--- src/rtl/gvp_pkg.sv ---
`default_nettype none
// ----------------------------------------------------------------------------
// gvp_pkg: shared types, constants and tables
// Request and result formats, parameter codes, log-domain constants and the
// ln(1+2^-i) table used by the log and exponential units.
// ----------------------------------------------------------------------------
package gvp_pkg;

	localparam int MAX_GAUSS_DEF = 16;
	localparam int NUM_CLASSES   = 6;
	localparam int NUM_REGS      = 7;

	localparam int LW  = 48;
	localparam int LNW = 40;
	localparam int DW  = 80;
	localparam int QW  = 41;

	localparam int LN2_VAL    = 45426;
	localparam int EXP_LIMIT  = 40 * LN2_VAL;

	localparam logic signed [LW-1:0] LOG_FLOOR = 48'shFF00_0000_0000;
	localparam logic signed [LW-1:0] GAUSS_OFS = -48'sd605336;
	localparam logic signed [LW-1:0] LL_OFS    = 48'sd1362780;
	localparam logic signed [LW-1:0] LL_MAX    = 48'sd2147483647;
	localparam logic signed [LW-1:0] LL_MIN    = -48'sd2147483648;
	localparam logic [QW-1:0]        QUAD_CAP  = 41'h100_0000_0000;

	localparam logic       ACT_WRITE  = 1'b0;
	localparam logic [1:0] KIND_MIX   = 2'd0;
	localparam logic [1:0] KIND_MEAN  = 2'd1;
	localparam logic [1:0] KIND_VAR   = 2'd2;
	localparam logic [1:0] KIND_CLASS = 2'd3;
	localparam logic [2:0] REG_TOTAL  = 3'd0;
	localparam logic [2:0] REG_COUNT0 = 3'd1;

	typedef struct packed {
		logic        action;
		logic [15:0] intensity;
		logic [15:0] bias_gain;
		logic [7:0]  prior_c0;
		logic [7:0]  prior_c1;
		logic [7:0]  prior_c2;
		logic [7:0]  prior_c3;
		logic [7:0]  prior_c4;
		logic [7:0]  prior_c5;
		logic [1:0]  param_kind;
		logic [3:0]  param_index;
		logic [31:0] param_value;
	} voxel_t;

	typedef struct packed {
		logic [3:0]         gaussian_index;
		logic [2:0]         class_index;
		logic [15:0]        posterior;
		logic signed [31:0] log_likelihood;
		logic               last;
	} result_t;

	function automatic logic [4:0] reg_reset(input logic [2:0] i);
		case (i)
			3'd0: reg_reset = 5'd12;
			3'd4: reg_reset = 5'd3;
			3'd5: reg_reset = 5'd4;
			3'd6: reg_reset = 5'd2;
			default: reg_reset = 5'd1;
		endcase
	endfunction

	function automatic logic [16:0] ln_tab(input logic [4:0] i);
		case (i)
			5'd1:  ln_tab = 17'd26573;
			5'd2:  ln_tab = 17'd14624;
			5'd3:  ln_tab = 17'd7719;
			5'd4:  ln_tab = 17'd3973;
			5'd5:  ln_tab = 17'd2017;
			5'd6:  ln_tab = 17'd1016;
			5'd7:  ln_tab = 17'd510;
			5'd8:  ln_tab = 17'd256;
			5'd9:  ln_tab = 17'd128;
			5'd10: ln_tab = 17'd64;
			5'd11: ln_tab = 17'd32;
			5'd12: ln_tab = 17'd16;
			5'd13: ln_tab = 17'd8;
			5'd14: ln_tab = 17'd4;
			5'd15: ln_tab = 17'd2;
			5'd16: ln_tab = 17'd1;
			default: ln_tab = 17'd45426;
		endcase
	endfunction

endpackage
`default_nettype wire

--- src/rtl/gvp_ln.sv ---
`default_nettype none
// ----------------------------------------------------------------------------
// gvp_ln: natural logarithm unit
// Normalizes the operand a byte or a bit per cycle, then runs sixteen
// shift-and-add steps against the ln(1+2^-i) table. Result is signed Q32.16.
// ----------------------------------------------------------------------------
module gvp_ln (
	input  wire logic                             clk,
	input  wire logic                             arst_n,
	input  wire logic                             start,
	input  wire logic [gvp_pkg::LNW-1:0]          x,
	output logic                                  done,
	output logic signed [gvp_pkg::LW-1:0]         y
);
	import gvp_pkg::*;

	typedef enum logic [1:0] {L_IDLE, L_NORM, L_ITER, L_FIN} ln_state_t;

	ln_state_t             state_q;
	logic [LNW-1:0]        nx_q;
	logic [5:0]            e_q;
	logic [32:0]           m_q;
	logic [16:0]           r_q;
	logic [4:0]            i_q;
	logic                  done_q;
	logic signed [LW-1:0]  y_q;
	logic [33:0]           t;

	assign t    = 34'(m_q) + 34'(m_q >> i_q);
	assign done = done_q;
	assign y    = y_q;

	always_ff @(posedge clk or negedge arst_n) begin
		if (!arst_n) begin
			state_q <= L_IDLE;
			nx_q    <= '0;
			e_q     <= '0;
			m_q     <= '0;
			r_q     <= '0;
			i_q     <= '0;
			done_q  <= 1'b0;
			y_q     <= '0;
		end else begin
			done_q <= 1'b0;
			case (state_q)
				L_IDLE: begin
					if (start) begin
						nx_q    <= x;
						e_q     <= 6'd39;
						state_q <= L_NORM;
					end
				end
				L_NORM: begin
					if (nx_q[LNW-1] || e_q == 6'd0) begin
						m_q     <= nx_q[LNW-1:LNW-33];
						r_q     <= '0;
						i_q     <= 5'd1;
						state_q <= L_ITER;
					end else if (nx_q[LNW-1:LNW-8] == 8'd0 && e_q >= 6'd8) begin
						nx_q <= nx_q << 8;
						e_q  <= e_q - 6'd8;
					end else begin
						nx_q <= nx_q << 1;
						e_q  <= e_q - 6'd1;
					end
				end
				L_ITER: begin
					if (!t[33]) begin
						m_q <= t[32:0];
						r_q <= r_q + ln_tab(i_q);
					end
					if (i_q == 5'd16) begin
						state_q <= L_FIN;
					end else begin
						i_q <= i_q + 5'd1;
					end
				end
				L_FIN: begin
					y_q     <= $signed((LW'(e_q) + LW'(1)) * LW'(LN2_VAL) - LW'(r_q));
					done_q  <= 1'b1;
					state_q <= L_IDLE;
				end
				default: state_q <= L_IDLE;
			endcase
		end
	end

endmodule
`default_nettype wire

--- config.mk ---
export PLATFORM = sky130hd
export DESIGN_NAME = gvp_ln
export DESIGN_NICKNAME = d
export VERILOG_FILES = /design/src/rtl/gvp_pkg.sv /design/src/rtl/gvp_ln.sv
export SDC_FILE = /design/constraint.sdc
export NUM_CORES = 1
export LEC_CHECK = 0
export ABC_AREA = 1
export BUFFER_PORTS_ARGS = -buffer_cell sky130_fd_sc_hd__buf_4
export CAP_MARGIN = 10
export CORE_UTILIZATION = 57
export DETAILED_ROUTE_END_ITERATION = 10
export HOLD_SLACK_MARGIN = 0.02
export PLACE_DENSITY = 0.84
export SETUP_SLACK_MARGIN = 0.15
export SLEW_MARGIN = 30
export SYNTH_ARGS = -nofsm -noshare
export SYNTH_HDL_FRONTEND = slang
export SYNTH_SLANG_ARGS = --single-unit
export TNS_END_PERCENT = 100
--- constraint.sdc ---
create_clock -name clk -period 5.8 [get_ports clk]
set_input_delay 0.58 -clock clk [delete_from_list [all_inputs] [get_ports clk]]
set_output_delay 0.58 -clock clk [all_outputs]
set_load 0.02 [all_outputs]
# Yosys cells after proc, flatten, opt, wreduce, memory -nomap -nowiden
# Memory sizes are Yosys's and may differ from the RTL's.
# Cells that the tools add are included.
# op_classes
mux,24
multipliers,1
n_reduce_logical,11
shifts,1
addsub,7
order_cmp,1
eq_ne,10
# op_table
operator,n
two-way mux 40 bit,3
case mux 40 bit (2 select lines),1
two-way mux 17 bit,4
two-way mux 33 bit,2
case mux 33 bit (2 select lines),1
adder 33 x 34 -> 34 bit,1
case mux 17 bit (2 select lines),1
right shift 33 x 5 -> 34 bit,1
subtractor 23 x 17 -> 24 bit,1
multiplier 7 x 15 -> 22 bit (second input constant),1
two-way mux 6 bit,3
adder 17 bit,1
!= test 2 bit (second input constant),6
case mux 6 bit (2 select lines),1
AND reduction 3 bit,4
two-way mux 5 bit,2
case mux 5 bit (2 select lines),1
zero test 8 bit,1
case mux 2 bit (4 select lines),1
adder 6 x 1 -> 7 bit (second input constant),1
greater-or-equal comparator 6 x 4 -> 1 bit (second input constant),1
zero test 6 bit,1
two-way mux 2 bit,3
subtractor 6 x 1 -> 6 bit (second input constant),1
other kinds (10),12
# word_totals
rom_bits,512
elab_cells,64
mem_count,1
output_inout_bits,49
register_bits,152
inputBits,43
# memory_table
name,words,width,rd,rd_clocked_by_memory_dff,write_ports,line_no,source
(no name shown),32,16,1,0,0,gvp_pkg.sv:70,case (i)

# Depth between registers and ports, before layout
# Gate-level depths: netlist (run 1).
# logic_depth
ltp_word,7
ltp_mapped,33
mapped_depth_nobuf,32

# Worst setup path after synthesis (run 1)
# Ideal clock, no wire load.
# synth_timing
kind,reg2reg
from,register e_q[0]
to,"register y_q[21], in the netlist y[21]"
setup_ns,0.117
period_less_slack_ns,5.447
required_time_ns,5.683
slack_ns,0.353
stages_incl_launch_ff,27
path_buffers,0
arrival_time_ns,5.330
path_cell_list,dfrtp_1 inv_1 nor3_1 nand2_1 xor2_1 inv_1 fa_1 fa_1 inv_1 fa_1 ha_1 ha_1 nand2_1 inv_1 a21oi_1 nand2_1 a31oi_1 xnor2_1 ha_1 a21oi_1 o21ai_0 a21oi_1 nand2_1 nor2_1 nand3b_1 nor2_1 nor2_1
# synth_via
elab_chain_cells,3
# synth_lines
item,line_no,source
from (decl),gvp_ln.sv:21,logic [5:0] e_q;
from (signal assigned),gvp_ln.sv:61,e_q <= e_q - 6'd8;
from (signal assigned),gvp_ln.sv:64,e_q <= e_q - 6'd1;
adder 6 x 1 -> 7 bit,gvp_ln.sv:79,y_q <= $signed((LW'(e_q) + LW'(1)) * LW'(LN2_VAL) - LW'(r_q));
multiplier 7 x 15 -> 22 bit,gvp_ln.sv:79,
subtractor 23 x 17 -> 24 bit,gvp_ln.sv:79,
to (signal assigned),gvp_ln.sv:79,
to (decl),gvp_ln.sv:26,logic signed [LW-1:0] y_q;
# No other way between the ends.
# A chain may end at the register's enable or synchronous reset.

# Worst setup path after layout (run 1)
# layout_timing
from,register e_q[2]
to,"register y_q[20], in the netlist y[20]"
# Same word-level chain as after synthesis.

==> results of run 1 <==
==> area by class of cell <==
type | count | area (um^2)
Clock buffer | 18 | 429
Timing Repair Buffer | 119 | 901
Multi-Input combinational cell | 1723 | 9540
Sequential cell | 128 | 3200
Clock inverter | 14 | 156
Inverter | 295 | 1110
Fill cell | 2276 | 8580
Tap cell | 324 | 405
==> cell usage in the layout (no fill, tap or decap), types with 4 or more instances in the layout <==
master,synthesis,layout
xor2_1,23,21
a21oi_1,134,126
a22oi_1,8,8
ha_1,139,126
or2_2,10,10
ha_2,0,5
nor2_1,152,147
a31oi_1,10,9
o21ai_0,201,200
a21oi_2,2,9
clkbuf_16,0,17
fa_1,21,21
o211ai_1,9,9
nand2_1,734,727
xnor2_1,19,19
inv_6,0,4
inv_1,289,285
dfrtp_1,128,127
nand4_1,21,21
nand3_1,138,136
buf_4,29,117
clkinv_1,4,5
ha_4,0,8
o22ai_1,33,33
o21ai_1,3,4
o311ai_0,4,4
mux2i_1,4,4
o221ai_1,10,10
inv_2,2,5
nand2_2,2,9
nor2_2,0,5
nor3_1,20,19
==> per-stage QoR <==
step / util (%) / setup WS, ns / hold WS (ns)
3_3_place_gp: 61.2 / 0.341 / 0.465
4_1_cts: 63.7 / 0.152 / 0.139
6_report: 64.7 / 0.416 / 0.103
3_5_place_dp: 61.2 / 0.194 / 0.469
2_1_floorplan: - / 0.353 / 0.284
5_1_grt: 64.7 / 0.0765 / 0.153
==> metal layers <==
layer / global-route usage [%] / up-vias
met5: 0 / -
met4: 10.8 / 2
met3: 5.39 / 105
met2: 53.7 / 795
met1: 50.0 / 6981
li1: - / 7367
==> how the worst min path moves through the flow <==
stage / start / end / slack [ns] / depth (start not counted)
floorplan: arst_n / done / 0.28 / 0
global placement: nx_q[11] / nx_q[11] / 0.46 / 2
detailed placement: y[20] / y[20] / 0.47 / 2
CTS: arst_n / m_q[31] / 0.14 / 1
global route: arst_n / m_q[32] / 0.15 / 1
finish: arst_n / m_q[28] / 0.10 / 1
==> cells by family (layout without fill, tap and decap cells) <==
family	after synthesis	count (layout)
AO/OA/AOI/OAI	429	429
XOR/XNOR	42	42
adder cells (fa/ha/maj)	160	160
buffers and inverters	390	446
flip-flops	128	128
multiplexers	4	4
AND/OR/NAND/NOR	1088	1088
==> worst max-delay path: cells and delay by family (launching register included) <==
kind                     cells  cell delay (ns)
adder cells (fa/ha/maj)      6             2.39
AND/OR/NAND/NOR             10             1.06
AO/OA/AOI/OAI                4             0.53
XOR/XNOR                     2             0.49
flip-flops                   1             0.44
buffers and inverters        5             0.35
==> state kept, by name (all words and copies together), names as in the netlist <==
signal / count
y: 24
done: 1
nx_q: 40
i_q: 5
m_q: 33
state_q: 2
r_q: 17
e_q: 6
==> timing repair <==
| action | CTS | global route |
|---|---|---|
| resized for setup | 0 | 45 |
| setup endpoints to repair | 0 | 14 |
| buffers inserted | 0 | 6 |
==> key figures, run 1 <==
Clocking
  • Clk_lat worst skew: 0.44 ns
  • CTS tree: yes
  • # H-tree levels: 4
  • Hold Buf Count CTS: 0
  • Clk sink count: 128
  • Worst-case clock buffer depth: 2
  • Root Driver: clkbuf_16
  • Num CTS Buffers: 17
  • Clk pin slew, worst setup/hold paths: 0.06 ns

Logic synthesis
  • Top FF cell, synth: dfrtp_1
  • Distinct cells, synth: 46
  • Syn Nets: 2444
  • Async SR Flop Fraction: 100%
  • Post-synth top cells: nand2_1, inv_1, o21ai_0
  • Main area contributors after synthesis: dfrtp_1, nand2_1, ha_1, inv_1, o21ai_0
  • Mapped cell area: 14100 um^2
  • Synth Instances: 2241
  • EDFF count, synth: 0
  • Ys Warns: 0
  • Synth Area in Compound Gates: 16.6%
  • Yosys reg bits: 128
  • Top-count cell post-synth: nand2_1
  • Top cell type by total area after synthesis: dfrtp_1
  • Mapped Avg Cell Area: 6.31 um^2
  • Synth Area in Simple Gates: 31.2%
  • Post-synthesis adder-cell area fraction: 15.3%
  • Yosys top cell area share: 22.7%
  • Post-synthesis sequential area ratio: 22.7%
  • XOR/XNOR share of the synthesized area: 2.60%
  • Main combinational cell family by area after synthesis: simple AND/OR/NAND/NOR gates
  • Multiplexer area fraction after synthesis: 0.283%

Die
  • Io pins: 92
  • Die area: 25400 um^2
  • Starting Density: 58.1%
  • Die Y: 159 um
  • Core area: 24300 um^2
  • Die width: 159 um
  • Row count: 57

Run status
  • Outcome: finished clean

Layout
  • Final cell count without fillers: 2621
  • Final net count: 2487
  • Fin area: 15700 um^2
  • Antenna diode count: 0
  • Area growth syn-to-layout: 11.3%
  • Share of layout cells above drive strength 1: 9.23%

STA
  • RSZ-0062 raised after global routing: false
  • Slew margin rel.: 36.5%
  • Post-route minimum period: 5.38 ns
  • Setup-failing EPs final: 0
  • Slew @ Worst Pin: 0.952 ns
  • Clock Skew: 0.0142 ns
  • Setup TNS: 0 ns
  • Fin. Hold Viols: 0
  • Fin crit share: 92.8%
  • Slew Limit Fails: 0
  • Max Freq: 0.186 GHz

Critical path
  • Critical Path Source Type: register
  • Critical Setup Path Class: register to register
  • Critical Path End: y[20]
  • Reg2Reg Depth: 27
  • Nature of the critical path endpoint: register
  • Max FO, Critical Path: 6
  • WP data arrival: 5.71 ns
  • Reg-to-reg critical path startpoint: e_q[2]
  • Slowest CP cell: fa_1
  • Reg2reg end: y[20]
  • Worst R2R Setup Slack: 0.42 ns
  • Worst endpoint required time: 6.12 ns
  • CP max stage delay: 0.54 ns
  • Crit path launch: e_q[2]

Global routing
  • Grt ovf: 0
  • Largest net degree at the start of global routing: 74
  • Antenna violations before repair: 1
  • Vias in the first global route: 14200
  • Overall Global Routing Usage: 34.9%
  • First-pass GRT wire length: 71700 um

Routing
  • Pre-antenna DRT Iters: 6
  • Wire per inst: 16.9 um
  • Top Layer Used: met5
  • Via-to-Cell Ratio: 5.82
  • DR vias: 15300
  • WL met3: 3910 um
  • WL met2: 19600 um
  • M1 WL: 19800 um
  • Final WL: 44400 um
  • Antenna Violating Nets Remaining: 0
  • DRC errors left: 0
  • DRT iter0 DRCs: 1681

Placement
  • Port Buffers: 91
  • DP HPWL: 34100 um
  • Cell Area, Placed: 14900 um^2
  • RD Place Congestion: 1.01
  • Placed insts: 2583

Worst hold path
  • Tightest Hold Check Type: input port to asynchronous set/reset pin

Job
  • MaxCap Viol Count: 0
Power of run 1 is not shown: default switching activity piles up to over one toggle a cycle in this logic, so the estimate is an artifact.
==> inputs of run 2 (changes only) <==
--- a/config.mk
+++ b/config.mk
@@ -12,5 +12,5 @@
 export DETAILED_ROUTE_END_ITERATION = 10
 export HOLD_SLACK_MARGIN = 0.02
-export PLACE_DENSITY = 0.84
+export PLACE_DENSITY = 0.83
 export SETUP_SLACK_MARGIN = 0.15
 export SLEW_MARGIN = 30
==> constraint.sdc (replaced) <==
create_clock -name clk -period 5.8 [get_ports clk]
set_input_delay 0.58 -clock clk [delete_from_list [all_inputs] [get_ports clk]]
set_output_delay 0.58 -clock clk [all_outputs]
set_load 0.1 [all_outputs]
==> run 2 against run 1 <==
Compared with the run above: final area about the same; maximum frequency rose by 1.4%; core utilization is essentially flat; wire length up 0.13%; critical path type unchanged; critical endpoint unchanged; largest cell class unchanged; first-iteration DRC count is 3.3% lower.
==> key figures, run 2 (same netlist as run 1, synthesis figures left out) <==
Clocking
  • Root Driver: clkbuf_16
  • Worst-case clock buffer depth: 2
  • Clk_lat worst skew: 0.44 ns
  • # H-tree levels: 4
  • Clk sink count: 128
  • Num CTS Buffers: 17
  • CTS tree: yes
  • Clk pin slew, worst setup/hold paths: 0.07 ns

Critical path
  • Nature of the critical path endpoint: register
  • Slowest CP cell: fa_1
  • Worst endpoint required time: 6.13 ns
  • Worst R2R Setup Slack: 0.49 ns
  • Worst Path Buf+Inv: 5
  • Critical Path Source Type: register
  • Critical Setup Path Class: register to register
  • Max FO, Critical Path: 6
  • Critical path's most frequent cell: nand2_1
  • Crit path launch: e_q[0]
  • Reg-to-reg critical path startpoint: e_q[0]
  • CP max stage delay: 0.55 ns
  • WP data arrival: 5.64 ns
  • Crit path max-delay family: adder cells
  • Reg2Reg Depth: 26
  • Reg2reg end: y[20]

Layout
  • Fin area: 15700 um^2
  • Commonest non-fill, non-tap cell in the layout: nand2_1
  • Share of layout cells above drive strength 1: 9.10%
  • Commonest non-fill, non-tap cells in the layout: nand2_1, inv_1, o21ai_0
  • Max reg flops: 40
  • Final net count: 2486
  • Area growth syn-to-layout: 11.3%
  • FF+latch area: 3210 um^2
  • Largest Register: nx_q
  • Antenna diode count: 0
  • Fill cells: 2196
  • Footprint of the multi-input gates: 9530 um^2

Die
  • Row count: 57
  • Starting Density: 58.1%
  • Core area: 24300 um^2
  • Io pins: 92
  • Die width: 159 um
  • Die area: 25400 um^2
  • Die Y: 159 um

STA
  • Slew Limit Fails: 0
  • Setup TNS: 0 ns
  • Clock Skew: 0.0142 ns
  • Max Freq: 0.188 GHz
  • Fin Hold WS: 0.205 ns
  • Setup-failing EPs final: 0
  • Slew @ Worst Pin: 0.943 ns
  • Post-route minimum period: 5.31 ns
  • Fin crit share: 91.5%
  • RSZ-0062 raised after global routing: false
  • Fin. Hold Viols: 0
  • Slew margin rel.: 36.7%

Global routing
  • Antenna violations before repair: 0
  • First-pass GRT wire length: 71600 um
  • Grt ovf: 0
  • Largest net degree at the start of global routing: 81
  • Overall Global Routing Usage: 34.9%
  • Vias in the first global route: 14400

Placement
  • Port Buffers: 91
  • DP HPWL: 34000 um
  • Cell Area, Placed: 14900 um^2
  • RD Place Congestion: 0.976

Run status
  • Outcome: finished clean

Job
  • MaxCap Viol Count: 0

Routing
  • Wire per inst: 17.0 um
  • Pre-antenna DRT Iters: 9
  • DRT iter0 DRCs: 1626
  • DRC errors left: 0
  • Antenna Violating Nets Remaining: 0
  • DR vias: 15300
  • Final WL: 44500 um
  • Via-to-Cell Ratio: 5.84

Worst hold path
  • Tightest Hold Check Type: input port to asynchronous set/reset pin
[run 2: cell types whose count changed in the layout (fill, tap and decap cells not counted), sizes merged]
cell and delta:
buf -1, bufinv -1, clkbuf +1, clkinv -3, clkinvlp -2, inv +5
[run 2: layer usage]
layer	wire length, um	global-route usage (%)	part of all wire [%]	up-vias
met5	0	0	0	-
met4	1350	12.6	3.0	0
met3	3670	4.79	8.3	113
met2	19800	55.4	44	715
met1	19700	48.5	44	7097
li1	-	-	-	7375
[run 2: final cells by class]
| cell class | count | share of cell area (%) |
|---|---|---|
| Multi-Input combinational cell | 1723 | 60.6 |
| Inverter | 295 | 7.04 |
| Timing Repair Buffer | 118 | 5.66 |
| Sequential cell | 128 | 20.4 |
| Tap cell | 324 | 2.58 |
| Clock inverter | 13 | 0.883 |
| Clock buffer | 19 | 2.88 |
[run 2: how the worst max path moves through the flow]
| stage | end | slack, ns | cells after the start |
|---|---|---|---|
| 6_report | y[20] | 0.49 | 26 |
| 5_1_grt | y[21] | 0.16 | 27 |
| 4_1_cts | y[17] | 0.19 | 25 |
| 3_5_place_dp | y[21] | 0.17 | 28 |
| 3_3_place_gp | y[21] | 0.38 | 27 |
| 2_1_floorplan | y[21] | 0.35 | 26 |
[run 2: repair_timing]
action / in CTS / in global routing
pin swaps: 0 / 12
gates resized for setup: 1 / 39
hold buffers: 0 / 0
setup endpoints to repair: 3 / 14
setup buffers: 0 / 6
[run 2: through the flow]
stage	cells	worst slack, ns	utilization, %
3_5_place_dp	2582	0.174	61.2
4_1_cts	2614	0.191	63.7
5_1_grt	2620	0.162	64.7
2_1_floorplan	2241	0.353	-
6_report	2620	0.490	64.7
3_3_place_gp	2582	0.383	61.2
Power of run 2 is left out for the same reason.
==> inputs of run 3 (changes only) <==
- CELL_PAD_IN_SITES_DETAIL_PLACEMENT: unset -> 1
- CELL_PAD_IN_SITES_GLOBAL_PLACEMENT: unset -> 1
- CORE_UTILIZATION: 57 -> 40
- PLACE_DENSITY: 0.83 -> 0.82
==> run 3 against run 2 <==
Compared with the run above: register-to-register slack got worse by 0.18 ns; sequential share of layout area fell by 0.40 points; wire length rose by 18%; clock skew fell by 0.0016 ns; die area rose by 42%; setup slack got worse by 0.18 ns; highest routed layer unchanged.
==> key figures, run 3 (same netlist as run 1, synthesis figures left out) <==
Layout
  • Commonest non-fill, non-tap cell in the layout: nand2_1
  • FF+latch area: 3210 um^2
  • Area growth syn-to-layout: 13.5%
  • Antenna diode count: 0
  • Largest Register: nx_q
  • Footprint of the multi-input gates: 9640 um^2
  • Max reg flops: 40
  • Share of layout cells above drive strength 1: 9.96%
  • Commonest non-fill, non-tap cells in the layout: nand2_1, inv_1, o21ai_0
  • Final net count: 2490
  • Fill cells: 4682

STA
  • RSZ-0062 raised after global routing: true
  • Clock Skew: 0.0126 ns
  • Final WS setup: 0.308 ns
  • Slew @ Worst Pin: 0.901 ns
  • Setup TNS: 0 ns
  • Slew margin rel.: 40.0%
  • Slew Limit Fails: 0
  • Fin. Hold Viols: 0
  • Fin crit share: 94.7%
  • Post-route minimum period: 5.49 ns
  • Max Freq: 0.182 GHz
  • Setup-failing EPs final: 0

Critical path
  • Worst Path Buf+Inv: 4
  • Slowest CP cell: fa_1
  • Crit path max-delay family: adder cells
  • Crit path launch: e_q[0]
  • Nature of the critical path endpoint: register
  • Worst R2R Setup Slack: 0.31 ns
  • CP max stage delay: 0.49 ns
  • Reg-to-reg critical path startpoint: e_q[0]
  • Critical path's most frequent cell: nand2_1
  • Max FO, Critical Path: 5
  • Reg2Reg Depth: 26
  • Reg2reg end: y[21]
  • Worst endpoint required time: 6.14 ns
  • Critical Setup Path Class: register to register
  • Critical Path Source Type: register
  • WP data arrival: 5.84 ns

Worst hold path
  • Tightest Hold Check Type: input port to asynchronous set/reset pin

Clocking
  • Clk_lat worst skew: 0.46 ns
  • Root Driver: clkbuf_16
  • # H-tree levels: 4
  • Clk pin slew, worst setup/hold paths: 0.07 ns
  • CTS tree: yes
  • Worst-case clock buffer depth: 2
  • Num CTS Buffers: 17
  • Clk sink count: 128

Routing
  • Via-to-Cell Ratio: 5.57
  • M1 WL: 23800 um
  • Final WL: 52300 um
  • WL met3: 2130 um
  • DRC errors left: 0
  • Wire per inst: 19.0 um
  • Pre-antenna DRT Iters: 5
  • DR vias: 15300
  • Top Layer Used: met4
  • DRT iter0 DRCs: 876
  • WL met2: 25200 um
  • Antenna Violating Nets Remaining: 0

Die
  • Core area: 34600 um^2
  • Die area: 36100 um^2
  • Die width: 190 um
  • Starting Density: 40.8%
  • Io pins: 92
  • Row count: 68
  • Die Y: 190 um

Placement
  • Port Buffers: 91
  • Place WS: 0.0595 ns
  • RD Place Congestion: 0.928
  • DP HPWL: 40300 um

Run status
  • Outcome: finished clean

Global routing
  • First-pass GRT wire length: 83600 um
  • Largest net degree at the start of global routing: 79
  • Vias in the first global route: 15900
  • Antenna violations before repair: 0
  • Grt ovf: 0
  • Overall Global Routing Usage: 29.4%

Job
  • MaxCap Viol Count: 0
-- run 3: how the worst max path moves through the flow --
stage                        to  slack, ns  depth (start not counted)
after floorplan           y[21]       0.35                         26
after global placement    y[21]       0.27                         27
after detailed placement  y[22]       0.06                         30
after CTS                 y[17]       0.16                         25
after global routing      y[21]       0.01                         26
final                     y[21]       0.31                         26
-- run 3: area by class of cell --
type	count	area share, %
inverter	295	6.90
clock inverter	13	0.936
clock buffer	19	2.76
multi-input combinational	1723	60.1
tap	455	3.55
timing repair buffer	122	5.81
sequential	128	20.0
-- run 3: routing by layer --
metal  vias up  GRT usage [%]
met1      7558           38.5
li1       7348              -
met3        81           3.21
met2       345           50.3
met4         0           9.21
met5         -              0
-- run 3: metrics by stage --
step           hold slack, ns  cells  util [%]  area, um^2
6_report                0.203   2755      46.3       16000
3_5_place_dp            0.471   2716      43.6       15100
3_3_place_gp            0.465   2716      43.6       15100
4_1_cts                 0.229   2748      45.3       15700
5_1_grt                 0.266   2755      46.3       16000
2_1_floorplan           0.284   2241         -       14100
-- run 3: what timing repair did --
action                     in CTS  in global routing
resized for setup               3                 65
setup endpoints to repair       9                 14
buffers inserted                0                  7
hold buffers                    0                  0
pin swaps                       0                 11
-- run 3: worst register-to-register path, delay by kind of cell (launching register included) --
family | cells | cell delay (ns)
XOR/XNOR | 2 | 0.37
adder cells (fa/ha/maj) | 6 | 2.45
buffers and inverters | 4 | 0.32
AO/OA/AOI/OAI | 1 | 0.19
flip-flops | 1 | 0.41
AND/OR/NAND/NOR | 13 | 1.63
Power of run 3 is left out for the same reason.
